**config.mk**
```make
export PLATFORM = sky130hd
export DESIGN_NAME = two_way_priority_dispatch_arbiter
export DESIGN_NICKNAME = d
export VERILOG_FILES = /design/src/hdl/tpda_pkg.sv /design/src/hdl/tpda_ram.sv /design/src/hdl/tpda_ctrl.sv /design/src/hdl/tpda_dp.sv /design/src/hdl/two_way_priority_dispatch_arbiter.sv
export SDC_FILE = /design/constraint.sdc
export NUM_CORES = 2
export LEC_CHECK = 0
export BUFFER_PORTS_ARGS = -buffer_cell sky130_fd_sc_hd__buf_2
export CORE_MARGIN = 10
export CORE_UTILIZATION = 40
export DETAILED_ROUTE_END_ITERATION = 10
export GPL_ROUTABILITY_DRIVEN = 0
export PLACE_DENSITY = 0.64
export SLEW_MARGIN = 10
export SYNTH_ARGS = -nofsm -noshare
export SYNTH_HDL_FRONTEND = slang
export SYNTH_SLANG_ARGS = --single-unit
```
**constraint.sdc**
```tcl
create_clock -name clk -period 6.2 [get_ports clk]
set_clock_uncertainty 0.15 [all_clocks]
set_input_delay 0.62 -clock clk [delete_from_list [all_inputs] [get_ports clk]]
set_output_delay 0.62 -clock clk [all_outputs]
set_load 0.005 [all_outputs]
```
**src/hdl/tpda_pkg.sv**
```systemverilog
// Shared types, constants and helper functions for the two-way dispatch arbiter.
// Used by tpda_ctrl, tpda_dp and the top level; depends on nothing.
package tpda_pkg;

  localparam int QUEUE_DEPTH = 64;
  localparam int LOAD_BITS   = 16;
  localparam int ID_W        = 7;
  localparam int ENTRY_W     = ID_W + 1 + LOAD_BITS;
  localparam int IDX_W       = (QUEUE_DEPTH > 1) ? $clog2(QUEUE_DEPTH) : 1;
  localparam int CNT_W       = $clog2(QUEUE_DEPTH + 1);

  // result status codes
  localparam logic [1:0] ST_ENQUEUED = 2'd0;
  localparam logic [1:0] ST_FULL     = 2'd1;
  localparam logic [1:0] ST_GRANTED  = 2'd2;
  localparam logic [1:0] ST_EMPTY    = 2'd3;

  // last granted direction
  localparam logic [1:0] LAST_NONE = 2'd0;
  localparam logic [1:0] LAST_WEST = 2'd1;
  localparam logic [1:0] LAST_EAST = 2'd2;

  localparam logic [1:0] RUN_LIMIT = 2'd2;
  localparam logic [1:0] RUN_MAX   = 2'd3;

  localparam logic CMD_ENQ  = 1'b0;
  localparam logic CMD_DISP = 1'b1;

  typedef enum logic [2:0] {
    S_IDLE, S_ENQ, S_SCAN, S_SCMP, S_SHIFT, S_SHWR, S_DRD, S_DSEL
  } ctrl_state_t;

  typedef struct packed {
    logic       ld_item;
    logic       idx_clr;
    logic       idx_inc;
    logic       idx_dec;
    logic       idx_fill;
    logic       pos_set;
    logic       rd_prev;
    logic       wr_shift;
    logic       wr_item;
    logic       res_ld;
    logic [1:0] res_code;
  } dp_cmd_t;

  typedef struct packed {
    logic full;
    logic idx_at_fill;
    logic idx_at_pos;
    logic beats;
    logic both_empty;
    logic out_free;
  } dp_sts_t;

  function automatic logic [ID_W-1:0] ent_id(input logic [ENTRY_W-1:0] e);
    return e[ENTRY_W-1 -: ID_W];
  endfunction

  function automatic logic ent_prio(input logic [ENTRY_W-1:0] e);
    return e[LOAD_BITS];
  endfunction

  function automatic logic [LOAD_BITS-1:0] ent_load(input logic [ENTRY_W-1:0] e);
    return e[LOAD_BITS-1:0];
  endfunction

  // logical queue position to ring address
  function automatic logic [IDX_W-1:0] phys(input logic [IDX_W-1:0] b,
                                            input logic [CNT_W-1:0] l);
    logic [CNT_W:0] s;
    s = (CNT_W+1)'(b) + (CNT_W+1)'(l);
    if (s >= (CNT_W+1)'(QUEUE_DEPTH)) begin
      s = s - (CNT_W+1)'(QUEUE_DEPTH);
    end
    return s[IDX_W-1:0];
  endfunction

endpackage

```
**src/hdl/tpda_ram.sv**
```systemverilog
// Generic simple dual-port RAM: one write port, one read port, registered read.
// Stand-alone; no package dependency.
module tpda_ram #(
  parameter int WIDTH = 8,
  parameter int DEPTH = 16
) (
  input  logic                             clk,
  input  logic                             we,
  input  logic [$clog2(DEPTH > 1 ? DEPTH : 2)-1:0] waddr,
  input  logic [WIDTH-1:0]                 wdata,
  input  logic [$clog2(DEPTH > 1 ? DEPTH : 2)-1:0] raddr,
  output logic [WIDTH-1:0]                 rdata
);

  logic [WIDTH-1:0] mem [DEPTH];

  always_ff @(posedge clk) begin
    if (we) begin
      mem[waddr] <= wdata;
    end
    rdata <= mem[raddr];
  end

endmodule

```
**src/hdl/tpda_ctrl.sv**
```systemverilog
// Sequencing FSM for enqueue scan/shift and dispatch.
// Depends on tpda_pkg; drives tpda_dp through dp_cmd_t.
module tpda_ctrl (
  input  logic              clk,
  input  logic              rst_n,
  input  logic              in_valid,
  input  logic              in_cmd,
  output logic              in_ready,
  input  tpda_pkg::dp_sts_t sts,
  output tpda_pkg::dp_cmd_t cmd
);

  tpda_pkg::ctrl_state_t state_r, state_nxt;

  always_ff @(posedge clk) begin
    if (!rst_n) begin
      state_r <= tpda_pkg::S_IDLE;
    end else begin
      state_r <= state_nxt;
    end
  end

  assign in_ready = (state_r == tpda_pkg::S_IDLE);

  always_comb begin
    state_nxt = state_r;
    case (state_r)
      tpda_pkg::S_IDLE: begin
        if (in_valid) begin
          state_nxt = (in_cmd == tpda_pkg::CMD_DISP) ? tpda_pkg::S_DRD : tpda_pkg::S_ENQ;
        end
      end
      tpda_pkg::S_ENQ: begin
        if (!sts.full) begin
          state_nxt = tpda_pkg::S_SCAN;
        end else if (sts.out_free) begin
          state_nxt = tpda_pkg::S_IDLE;
        end
      end
      tpda_pkg::S_SCAN:  state_nxt = sts.idx_at_fill ? tpda_pkg::S_SHIFT : tpda_pkg::S_SCMP;
      tpda_pkg::S_SCMP:  state_nxt = sts.beats ? tpda_pkg::S_SHIFT : tpda_pkg::S_SCAN;
      tpda_pkg::S_SHIFT: begin
        if (!sts.idx_at_pos) begin
          state_nxt = tpda_pkg::S_SHWR;
        end else if (sts.out_free) begin
          state_nxt = tpda_pkg::S_IDLE;
        end
      end
      tpda_pkg::S_SHWR:  state_nxt = tpda_pkg::S_SHIFT;
      tpda_pkg::S_DRD: begin
        if (!sts.both_empty) begin
          state_nxt = tpda_pkg::S_DSEL;
        end else if (sts.out_free) begin
          state_nxt = tpda_pkg::S_IDLE;
        end
      end
      tpda_pkg::S_DSEL: begin
        if (sts.out_free) begin
          state_nxt = tpda_pkg::S_IDLE;
        end
      end
      default: state_nxt = tpda_pkg::S_IDLE;
    endcase
  end

  always_comb begin
    cmd = '0;
    case (state_r)
      tpda_pkg::S_IDLE: begin
        if (in_valid) begin
          cmd.ld_item = 1'b1;
          cmd.idx_clr = 1'b1;
        end
      end
      tpda_pkg::S_ENQ: begin
        if (sts.full && sts.out_free) begin
          cmd.res_ld   = 1'b1;
          cmd.res_code = tpda_pkg::ST_FULL;
        end
      end
      tpda_pkg::S_SCAN: begin
        if (sts.idx_at_fill) begin
          cmd.pos_set = 1'b1;
        end
      end
      tpda_pkg::S_SCMP: begin
        if (sts.beats) begin
          cmd.pos_set  = 1'b1;
          cmd.idx_fill = 1'b1;
        end else begin
          cmd.idx_inc = 1'b1;
        end
      end
      tpda_pkg::S_SHIFT: begin
        if (!sts.idx_at_pos) begin
          cmd.rd_prev = 1'b1;
        end else if (sts.out_free) begin
          cmd.wr_item  = 1'b1;
          cmd.res_ld   = 1'b1;
          cmd.res_code = tpda_pkg::ST_ENQUEUED;
        end
      end
      tpda_pkg::S_SHWR: begin
        // data read from idx-1 last cycle moves up one slot
        cmd.wr_shift = 1'b1;
        cmd.idx_dec  = 1'b1;
      end
      tpda_pkg::S_DRD: begin
        if (sts.both_empty && sts.out_free) begin
          cmd.res_ld   = 1'b1;
          cmd.res_code = tpda_pkg::ST_EMPTY;
        end
      end
      tpda_pkg::S_DSEL: begin
        if (sts.out_free) begin
          cmd.res_ld   = 1'b1;
          cmd.res_code = tpda_pkg::ST_GRANTED;
        end
      end
      default: cmd = '0;
    endcase
  end

endmodule

```
**src/hdl/tpda_dp.sv**
```systemverilog
// Datapath: two ring-buffer queues in RAM, fill/base counters, grant history,
// scan index and the result register. Depends on tpda_pkg and tpda_ram.
module tpda_dp (
  input  logic                           clk,
  input  logic                           rst_n,
  input  tpda_pkg::dp_cmd_t              cmd,
  output tpda_pkg::dp_sts_t              sts,
  input  logic [tpda_pkg::ID_W-1:0]      in_train_id,
  input  logic                           in_heading,
  input  logic                           in_high_priority,
  input  logic [15:0]                    in_load_time,
  output logic                           out_valid,
  input  logic                           out_ready,
  output logic [1:0]                     out_status,
  output logic [tpda_pkg::ID_W-1:0]      out_granted_id,
  output logic                           out_granted_heading
);

  localparam int EW = tpda_pkg::ENTRY_W;
  localparam int IW = tpda_pkg::IDX_W;
  localparam int CW = tpda_pkg::CNT_W;

  logic [EW-1:0] item_r;
  logic          dir_r;
  logic [CW-1:0] idx_r, pos_r;
  logic [CW-1:0] fill_w_r, fill_e_r;
  logic [IW-1:0] base_w_r, base_e_r;
  logic [1:0]    last_r, run_r;

  logic          out_valid_r, out_head_r;
  logic [1:0]    out_status_r;
  logic [tpda_pkg::ID_W-1:0] out_id_r;

  logic [EW-1:0] rdata_w, rdata_e, rdata_sel, wdata;
  logic [IW-1:0] raddr_w, raddr_e, waddr;
  logic [CW-1:0] lidx, fill_sel;
  logic          we_w, we_e, wr_any, out_free;
  logic          grant_dir, do_grant;
  logic [1:0]    last_nxt, run_nxt;
  logic [EW-1:0] head;

  assign lidx      = cmd.rd_prev ? (idx_r - CW'(1)) : idx_r;
  assign raddr_w   = tpda_pkg::phys(base_w_r, lidx);
  assign raddr_e   = tpda_pkg::phys(base_e_r, lidx);
  assign waddr     = tpda_pkg::phys(dir_r ? base_e_r : base_w_r, idx_r);
  assign rdata_sel = dir_r ? rdata_e : rdata_w;
  assign wdata     = cmd.wr_item ? item_r : rdata_sel;
  assign wr_any    = cmd.wr_item | cmd.wr_shift;
  assign we_w      = wr_any & ~dir_r;
  assign we_e      = wr_any & dir_r;
  assign fill_sel  = dir_r ? fill_e_r : fill_w_r;

  tpda_ram #(.WIDTH(EW), .DEPTH(tpda_pkg::QUEUE_DEPTH)) u_ram_w (
    .clk(clk), .we(we_w), .waddr(waddr), .wdata(wdata), .raddr(raddr_w), .rdata(rdata_w)
  );

  tpda_ram #(.WIDTH(EW), .DEPTH(tpda_pkg::QUEUE_DEPTH)) u_ram_e (
    .clk(clk), .we(we_e), .waddr(waddr), .wdata(wdata), .raddr(raddr_e), .rdata(rdata_e)
  );

  // new request beats a queued one: higher priority, or full key tie and lower id
  assign sts.beats = (tpda_pkg::ent_prio(item_r) & ~tpda_pkg::ent_prio(rdata_sel)) |
                     ((tpda_pkg::ent_prio(item_r) == tpda_pkg::ent_prio(rdata_sel)) &&
                      (tpda_pkg::ent_load(item_r) == tpda_pkg::ent_load(rdata_sel)) &&
                      (tpda_pkg::ent_id(item_r) < tpda_pkg::ent_id(rdata_sel)));

  assign out_free         = ~out_valid_r | out_ready;
  assign sts.full         = (fill_sel == CW'(tpda_pkg::QUEUE_DEPTH));
  assign sts.idx_at_fill  = (idx_r == fill_sel);
  assign sts.idx_at_pos   = (idx_r == pos_r);
  assign sts.both_empty   = (fill_w_r == '0) && (fill_e_r == '0);
  assign sts.out_free     = out_free;

  // grant direction: 0 west, 1 east
  always_comb begin
    if (fill_w_r == '0) begin
      grant_dir = 1'b1;
    end else if (fill_e_r == '0) begin
      grant_dir = 1'b0;
    end else if (run_r >= tpda_pkg::RUN_LIMIT) begin
      grant_dir = (last_r == tpda_pkg::LAST_WEST);
    end else if (tpda_pkg::ent_prio(rdata_w) != tpda_pkg::ent_prio(rdata_e)) begin
      grant_dir = tpda_pkg::ent_prio(rdata_e);
    end else begin
      grant_dir = (last_r == tpda_pkg::LAST_WEST);
    end
  end

  assign do_grant = cmd.res_ld && (cmd.res_code == tpda_pkg::ST_GRANTED);
  assign head     = grant_dir ? rdata_e : rdata_w;
  assign last_nxt = grant_dir ? tpda_pkg::LAST_EAST : tpda_pkg::LAST_WEST;

  always_comb begin
    if (last_r != last_nxt) begin
      run_nxt = 2'd1;
    end else if (run_r < tpda_pkg::RUN_MAX) begin
      run_nxt = run_r + 2'd1;
    end else begin
      run_nxt = run_r;
    end
  end

  always_ff @(posedge clk) begin
    if (cmd.ld_item) begin
      item_r <= {in_train_id, in_high_priority, in_load_time[tpda_pkg::LOAD_BITS-1:0]};
      dir_r  <= in_heading;
    end
    if (cmd.idx_clr) begin
      idx_r <= '0;
    end else if (cmd.idx_fill) begin
      idx_r <= fill_sel;
    end else if (cmd.idx_inc) begin
      idx_r <= idx_r + CW'(1);
    end else if (cmd.idx_dec) begin
      idx_r <= idx_r - CW'(1);
    end
    if (cmd.pos_set) begin
      pos_r <= idx_r;
    end
    if (cmd.res_ld) begin
      out_status_r <= cmd.res_code;
      out_id_r     <= do_grant ? tpda_pkg::ent_id(head) : '0;
      out_head_r   <= do_grant ? grant_dir : 1'b0;
    end
  end

  always_ff @(posedge clk) begin
    if (!rst_n) begin
      fill_w_r    <= '0;
      fill_e_r    <= '0;
      base_w_r    <= '0;
      base_e_r    <= '0;
      last_r      <= tpda_pkg::LAST_NONE;
      run_r       <= '0;
      out_valid_r <= 1'b0;
    end else begin
      if (cmd.res_ld && cmd.res_code == tpda_pkg::ST_ENQUEUED) begin
        if (dir_r) begin
          fill_e_r <= fill_e_r + CW'(1);
        end else begin
          fill_w_r <= fill_w_r + CW'(1);
        end
      end
      if (do_grant) begin
        last_r <= last_nxt;
        run_r  <= run_nxt;
        if (grant_dir) begin
          fill_e_r <= fill_e_r - CW'(1);
          base_e_r <= (base_e_r == IW'(tpda_pkg::QUEUE_DEPTH - 1)) ? '0 : base_e_r + IW'(1);
        end else begin
          fill_w_r <= fill_w_r - CW'(1);
          base_w_r <= (base_w_r == IW'(tpda_pkg::QUEUE_DEPTH - 1)) ? '0 : base_w_r + IW'(1);
        end
      end
      if (cmd.res_ld) begin
        out_valid_r <= 1'b1;
      end else if (out_ready) begin
        out_valid_r <= 1'b0;
      end
    end
  end

  assign out_valid           = out_valid_r;
  assign out_status          = out_status_r;
  assign out_granted_id      = out_id_r;
  assign out_granted_heading = out_head_r;

endmodule

```
**src/hdl/two_way_priority_dispatch_arbiter.sv**
```systemverilog
// Two-way priority dispatch arbiter: ordered west/east request queues.
// Dispatch reads the heads (S_DRD), then loads the grant (S_DSEL), or the empty result in
// S_DRD when both queues are empty. Enqueue scans entries (S_SCAN/S_SCMP) for the slot,
// shifts later entries up (S_SHIFT/S_SHWR per slot, one-read-port queue RAM) and writes
// the item; a full-queue drop's result loads in S_ENQ. One request in flight, the next is
// accepted the cycle after the result loads. Sync active-low reset clears queues and FSM.
module two_way_priority_dispatch_arbiter (
  input  logic                              clk,
  input  logic                              rst_n,
  input  logic                              in_valid,
  output logic                              in_ready,
  input  logic                              in_cmd,
  input  logic [tpda_pkg::ID_W-1:0]         in_train_id,
  input  logic                              in_heading,
  input  logic                              in_high_priority,
  input  logic [15:0]                       in_load_time,
  output logic                              out_valid,
  input  logic                              out_ready,
  output logic [1:0]                        out_status,
  output logic [tpda_pkg::ID_W-1:0]         out_granted_id,
  output logic                              out_granted_heading
);

  tpda_pkg::dp_cmd_t cmd;
  tpda_pkg::dp_sts_t sts;

  tpda_ctrl u_ctrl (
    .clk(clk), .rst_n(rst_n), .in_valid(in_valid), .in_cmd(in_cmd),
    .in_ready(in_ready), .sts(sts), .cmd(cmd)
  );

  tpda_dp u_dp (
    .clk(clk), .rst_n(rst_n), .cmd(cmd), .sts(sts),
    .in_train_id(in_train_id), .in_heading(in_heading),
    .in_high_priority(in_high_priority), .in_load_time(in_load_time),
    .out_valid(out_valid), .out_ready(out_ready), .out_status(out_status),
    .out_granted_id(out_granted_id), .out_granted_heading(out_granted_heading)
  );

  // one request at a time
  a_busy_after_accept: assert property (@(posedge clk) disable iff (!rst_n)
    (in_valid && in_ready) |=> !in_ready)
    else $error("accepted a request while busy");

  // results only come out of a busy controller
  a_result_when_busy: assert property (@(posedge clk) disable iff (!rst_n)
    cmd.res_ld |-> !in_ready)
    else $error("result loaded while idle");

  // non-grant results carry zero id and heading
  a_nongrant_zero: assert property (@(posedge clk) disable iff (!rst_n)
    (out_valid && out_status != tpda_pkg::ST_GRANTED) |->
      (out_granted_id == '0 && !out_granted_heading))
    else $error("non-grant result with id set");

  // shift and item writes never overlap
  a_single_write: assert property (@(posedge clk) disable iff (!rst_n)
    !(cmd.wr_item && cmd.wr_shift))
    else $error("conflicting queue writes");

endmodule
```
### Yosys cells after proc, flatten, opt, wreduce, memory -nomap -nowiden

Memories as Yosys holds them, arrays and structs flattened. A register that Yosys moved wholly into a read port is not among the register bits.
Cells that the tools add are included.

| word-level totals | value |
|---|---|
| output and inout port bits | 12 |
| register bits after elaboration | 83 |
| memories | 2 |
| memory bits (writable) | 3,072 |
| input bits | 30 |

| cells by class | value |
|---|---|
| order comparisons | 6 |
| bitwise gates (word level) | 10 |
| equal/unequal tests | 19 |
| mux-type cells | 62 |
| add/sub/neg operators | 15 |
| reductions and logical operators | 17 |

Memory list:

| name | words | bits a word | rd ports | clocked after Yosys merged registers in | wr ports | RTL line | text |
|---|---|---|---|---|---|---|---|
| u_dp.u_ram_e.mem | 64 | 24 | 1 | 1 | 1 | tpda_ram.sv:15 | `logic [WIDTH-1:0] mem [DEPTH];` |
| u_dp.u_ram_w.mem | 64 | 24 | 1 | 1 | 1 | tpda_ram.sv:15 |  |

Operators with widths:

| cell | number |
|---|---|
| 7-bit two-way mux | 13 |
| 24-bit two-way mux | 3 |
| 6-bit two-way mux | 6 |
| 3-bit two-way mux | 11 |
| 6-bit by 7-bit adder with 8-bit output | 3 |
| 8-bit by 7-bit greater-or-equal comparator with 1-bit output (second input constant) | 3 |
| 3-bit one-hot mux with 8 select lines | 1 |
| 7-bit by 1-bit adder with 7-bit output (second input constant) | 3 |
| 7-bit by 1-bit subtractor with 7-bit output (second input constant) | 3 |
| 1-bit two-way mux | 18 |
| 6-bit by 1-bit subtractor with 6-bit output (second input constant) | 3 |
| 16-bit equality test | 1 |
| 7-bit equality test | 2 |
| 7-bit zero test | 2 |
| 6-bit by 1-bit adder with 6-bit output (second input constant) | 2 |
| 3-bit equality test (second input constant) | 4 |
| 6-bit equality test (second input constant) | 2 |
| 2-bit two-way mux | 6 |
| 3-bit one-hot mux with 4 select lines | 1 |
| 4-bit two-way mux | 2 |
| 7-bit equality test (second input constant) | 1 |
| 1-bit logical AND | 7 |
| 7-bit < comparator | 1 |
| 3-bit by 2-bit equality test with 1-bit output (second input constant) | 2 |
| other kinds (19) | 29 |

### Logic depth before layout (Yosys ltp)

| depth | value |
|---|---|
| depth after elaboration | 10 |
| mapped depth | 17 |

### Hierarchy

Synthesis repeated with hierarchy kept, for this count alone.

| second synthesis, totals | value |
|---|---|
| cell total of the unflattened synthesis | 5,817 |
| area, all modules | 124,383.0 um2 |

Modules (own cells, without submodules):

| module | cells each | area each (um2) | times used |
|---|---|---|---|
| tpda_ram | 2,610 | 59,295.6 | 2 |
| tpda_dp | 543 | 5,381.4 | 1 |
| tpda_ctrl | 54 | 410.4 | 1 |

### Worst setup path before layout

OpenSTA, ideal clock, no wires.

| timing | value |
|---|---|
| path kind | reg2reg |
| start point | reg u_dp.idx_r[1] |
| end point | mem u_dp.u_ram_e.mem[0][3] (netlist name) (data pin) |
| slack | -0.063 ns |
| arrival | 5.220 ns |
| cell stages (with the launch flop) | 9 |
| period minus slack after synthesis | 6.263 ns |
| library setup time | 0.892 ns |
| cell sequence | dfxtp_1 -> clkbuf_1 -> xnor2_1 -> nand3_1 -> or3_1 -> clkbuf_1 -> clkbuf_1 -> clkbuf_1 -> a21oi_1 |

| on the way | value |
|---|---|
| longest elaborated chain between the ends | 4 |

RTL lines:

| what | RTL line | text |
|---|---|---|
| start: declaration | tpda_dp.sv:25 | `logic [CW-1:0] idx_r, pos_r;` |
| start signal: assignment | tpda_dp.sv:111 | `idx_r <= fill_sel;` |
| start signal: assignment | tpda_dp.sv:113 | `idx_r <= idx_r + CW'(1);` |
| start signal: assignment | tpda_dp.sv:115 | `idx_r <= idx_r - CW'(1);` |
| 7-bit equality test | tpda_dp.sv:70 | `assign sts.idx_at_pos = (idx_r == pos_r);` |
| 4-bit two-way mux | tpda_ctrl.sv:95 | `if (!sts.idx_at_pos) begin` |
| 1-bit two-way mux | tpda_ctrl.sv:68 | `case (state_r)` |
| 24-bit two-way mux | tpda_dp.sv:47 | `assign wdata = cmd.wr_item ? item_r : rdata_sel;` |
| via u_dp.u_ram_e.wdata[3] | tpda_ram.sv:10 | `input logic [WIDTH-1:0] wdata,` |
| end: declaration | tpda_ram.sv:15 |  |

The timed path passes the listed nets, and every way through them passes these cells.

### Worst setup path after layout

| timing | value |
|---|---|
| start point | reg u_dp.idx_r[1] |
| end point | reg u_dp.u_ram_e.rdata[7], read port of u_dp.u_ram_e.mem |

| on the way | value |
|---|---|
| longest elaborated chain between the ends | 7 |
| elaborated cells between the ends (all ways) | 9 |

RTL lines:

| what | RTL line | text |
|---|---|---|
| parallel branches: the longest is 3 deep, another holds 7-bit by 1-bit subtractor with 7-bit output | n/a |  |
| 7-bit two-way mux * | tpda_dp.sv:42 | `assign lidx = cmd.rd_prev ? (idx_r - CW'(1)) : idx_r;` |
| 6-bit by 7-bit adder with 8-bit output * | tpda_pkg.sv:72 | `s = (CNT_W+1)'(b) + (CNT_W+1)'(l);` |
| 8-bit by 7-bit greater-or-equal comparator with 1-bit output / 6-bit by 1-bit subtractor with 6-bit output (equally long branches) | tpda_pkg.sv:73, tpda_pkg.sv:74 |  |
| 6-bit two-way mux * | tpda_pkg.sv:73 | `if (s >= (CNT_W+1)'(QUEUE_DEPTH)) begin` |
| end: declaration | tpda_ram.sv:12 | `output logic [WIDTH-1:0] rdata` |

Mark *: on every way between the ends.
A chain may end at the register's enable or synchronous reset.

==> metrics <==
vias in the first global route=60500; hold path endpoint=u_ctrl.state_r[0]; Die H=576 um; status=finished clean; Die ar.=332000 sq um; RSZ-0062 raised after global routing=no; worst reg2reg path endpoint=u_dp.u_ram_e.rdata[7]; htree depth=5; crit end category=flop; Longest Clk Path Bufs=4; ys async rst share=0%; most frequent cells in the layout=edfxtp_1, mux4_2, clkbuf_16; Hold Path Depth=4; row count=204; first-pass GRT wire length=452 mm; Largest delay share family, worst path=multiplexers; Die W=576 um; synthesis-stage register bit count=3203; Max transition margin=18.7%; CP peak stage delay=1.18 ns; Post-DRT Antenna Nets=0; register area share after synthesis=77.1%; vias=58700; Hold Crit Start=in_valid; 1st-iter DRT viols=7447; Slew Viols, Final=0; Worst Path Required=6.73 ns; Worst R2R Path Depth=12; Reg clk slew, reported paths=0.06 ns; Pwr Density=532 nW/um^2; commonest non-fill, non-tap cell in the layout=edfxtp_1; port bufs=41; Period minus WS final=6.11 ns; CP Class=flop to flop; layout cells sized above 1=32.6%; Fillers=25200; final hold violations=0; routed len/inst=31.4 um; final setup fails=0; CP max-delay cell=fa_4; Final Routed Wirelength=317 mm; Post-CTS Setup Inserts=0; top cells by area, synth=edfxtp_1, mux4_2, dfxtp_1, mux2i_1, nor2_1; max-cap violation count=0; Top FF cell, synth=edfxtp_1; static leakage=0.0433 uW; Avg Inst Size Synth=23.3 sq um; area leader, netlist=edfxtp_1; Post-synth EDFFs=3114; worst r2r src=u_dp.idx_r[1]; Worst-Margin Slew=1.19 ns; DRC=0; worst-path cell chain=xnor2_1 -> nand3_1 -> o211ai_1 -> xnor2_1 -> ha_4 -> fa_4 -> buf_12 -> buf_12 -> mux4_2 -> mux4_2 -> mux2i_1 -> a21oi_1; Starting Density=40.1%; worst vdd ir=0.459 mV; Final nets=5811; top achievable clock speed=0.164 GHz; synthesized instance count=5304; CTS tree=yes; DPL Wire Length=181 mm; largest net degree at the start of global routing=97; fin area=142000 sq um; Startpoint Class=flop; Yosys cell types=66; area grow syn2layout=15.2%; crit path max fanout=57; Core ar.=308000 sq um; Ports=42; synth warn=0; initial antenna violation count=16; vias per inst=5.81; Global Route Usage Sum=18.7%; Util after Layout=46.2%; worst slack, placed=0.129 ns; Clock Tree Root=clkbuf_16; Final Cycle Share=98.5%; Overflow after GRT=0; worst hold slack=0.0692 ns; flop2flop setup slack=0.09 ns; syn_nets=5370; clock sinks=3203; cts bufs inserted=310; HP Class=primary input to flop; arrival time worst endpoint=6.64 ns; Post-Syn Area=124000 sq um; CP bufs+invs=2; TritonRoute pass-1 iters=5; Yosys top cell area share=75.6%; final worst setup slack=0.0942 ns; Worst-Skew Late Latency=0.90 ns; Placed Area=132000 sq um; setup TNS=0 ns
[how the worst max path moves through the flow]
stage | end | startpoint | slack, ns | depth (start not counted)
after floorplan | u_dp.u_ram_e.mem[0][3] | u_dp.idx_r[1] | -0.06 | 8
after global placement | u_dp.u_ram_w.rdata[12] | u_dp.idx_r[1] | 0.09 | 12
after detailed placement | u_dp.u_ram_w.rdata[12] | u_dp.idx_r[1] | 0.13 | 12
after CTS | u_dp.u_ram_w.rdata[5] | u_dp.idx_r[1] | 0.13 | 13
after global routing | u_dp.u_ram_e.rdata[7] | u_dp.idx_r[1] | 0.02 | 12
final | u_dp.u_ram_e.rdata[7] | u_dp.idx_r[1] | 0.09 | 12
[registers in the layout, indices dropped and copies added, names as in the netlist]
| name | cells |
|---|---|
| u_dp.u_ram_e.mem | 1536 |
| u_dp.u_ram_w.mem | 1536 |
| u_dp.item_r | 24 |
| u_dp.u_ram_e.rdata | 24 |
| u_dp.u_ram_w.rdata | 24 |
| u_dp.fill_e_r | 7 |
| u_dp.fill_w_r | 7 |
| u_dp.idx_r | 7 |
| u_dp.out_granted_id | 7 |
| u_dp.pos_r | 7 |
| u_dp.base_e_r | 6 |
| u_dp.base_w_r | 6 |
| u_ctrl.state_r | 3 |
| u_dp.last_r | 2 |
| u_dp.out_status | 2 |
| u_dp.run_r | 2 |
| u_dp.dir_r | 1 |
| u_dp.out_granted_heading | 1 |
| u_dp.out_valid | 1 |
[final cells by class]
class                   instances  area [sq um]  area share (%)
flip-flops and latches       3203         95300            66.9
multi-input cells            1804         28300            19.9
clock buffers                 377          8220            5.77
well taps                    4120          5150            3.62
repair buffers                404          3850            2.70
clock inverters               172          1520            1.07
inverters                      22          82.6          0.0580
diodes                          2          5.00         0.00351
[tightest hold or removal path: stages]
cell and delay [ns]:
buf_2 0.11, inv_1 0.04, o21ai_0 0.06, and4_1 0.18
[cell families (layout without fill, tap and decap cells)]
logic type / after synthesis / after routing / synth area share (%)
compound gates: 218 / 218 / 1.12
mux: 1058 / 1058 / 18.3
flops: 3203 / 3203 / 77.1
fa+ha+maj: 36 / 36 / 0.383
simple gates: 419 / 419 / 1.61
buf+inv: 297 / 975 / 1.00
xor+xnor: 73 / 73 / 0.517
other cells: 0 / 2 / 0
[power breakdown]
part | switching (uW) | internal [uW]
Sequential | 432 | 28000
Combinational | 17000 | 12000
Clock | 7880 | 10500
[synthesized netlist by cell type, drive strengths merged, types with 3 or more instances]
cell type and number:
a211oi 52, a21boi 4, a21o 4, a21oi 95, a221oi 3, a22oi 3
a31oi 6, and2 14, and3 4, and4 4, buf 105, clkbuf 170
dfxtp 89, edfxtp 3114, fa 3, ha 33, inv 22, mux2 8
mux2i 90, mux4 960, nand2 50, nand2b 5, nand3 23, nand4 10
nor2 202, nor2b 63, nor3 13, nor4 11, nor4b 3, o21a 6
o21ai 21, o21bai 3, or3 7, xnor2 63, xor2 10
[timing repair]
action | CTS | global route
hold buffers | 27 | 0
resized for setup | 0 | 2
setup endpoints to repair | 0 | 2
endpoints found under the hold margin | 27 | 0
[metrics by stage]
stage,cells,power [uW]
6_report,10100,75700
5_1_grt,10100,78400
4_1_cts,10100,76100
3_5_place_dp,9526,57900
3_3_place_gp,9526,57500
2_1_floorplan,5304,47100
[per-layer routing]
| metal | part of all wire, % | vias to the layer above | wire length [um] | global-route usage, % |
|---|---|---|---|---|
| li1 | - | 23500 | - | - |
| met1 | 39 | 31900 | 123000 | 25.3 |
| met2 | 48 | 2765 | 153000 | 30.3 |
| met3 | 8.1 | 560 | 25700 | 3.23 |
| met4 | 4.7 | 6 | 14800 | 7.84 |
| met5 | 0.013 | - | 41 | 0 |
Note: power is estimated with default switching activity, not from simulation.
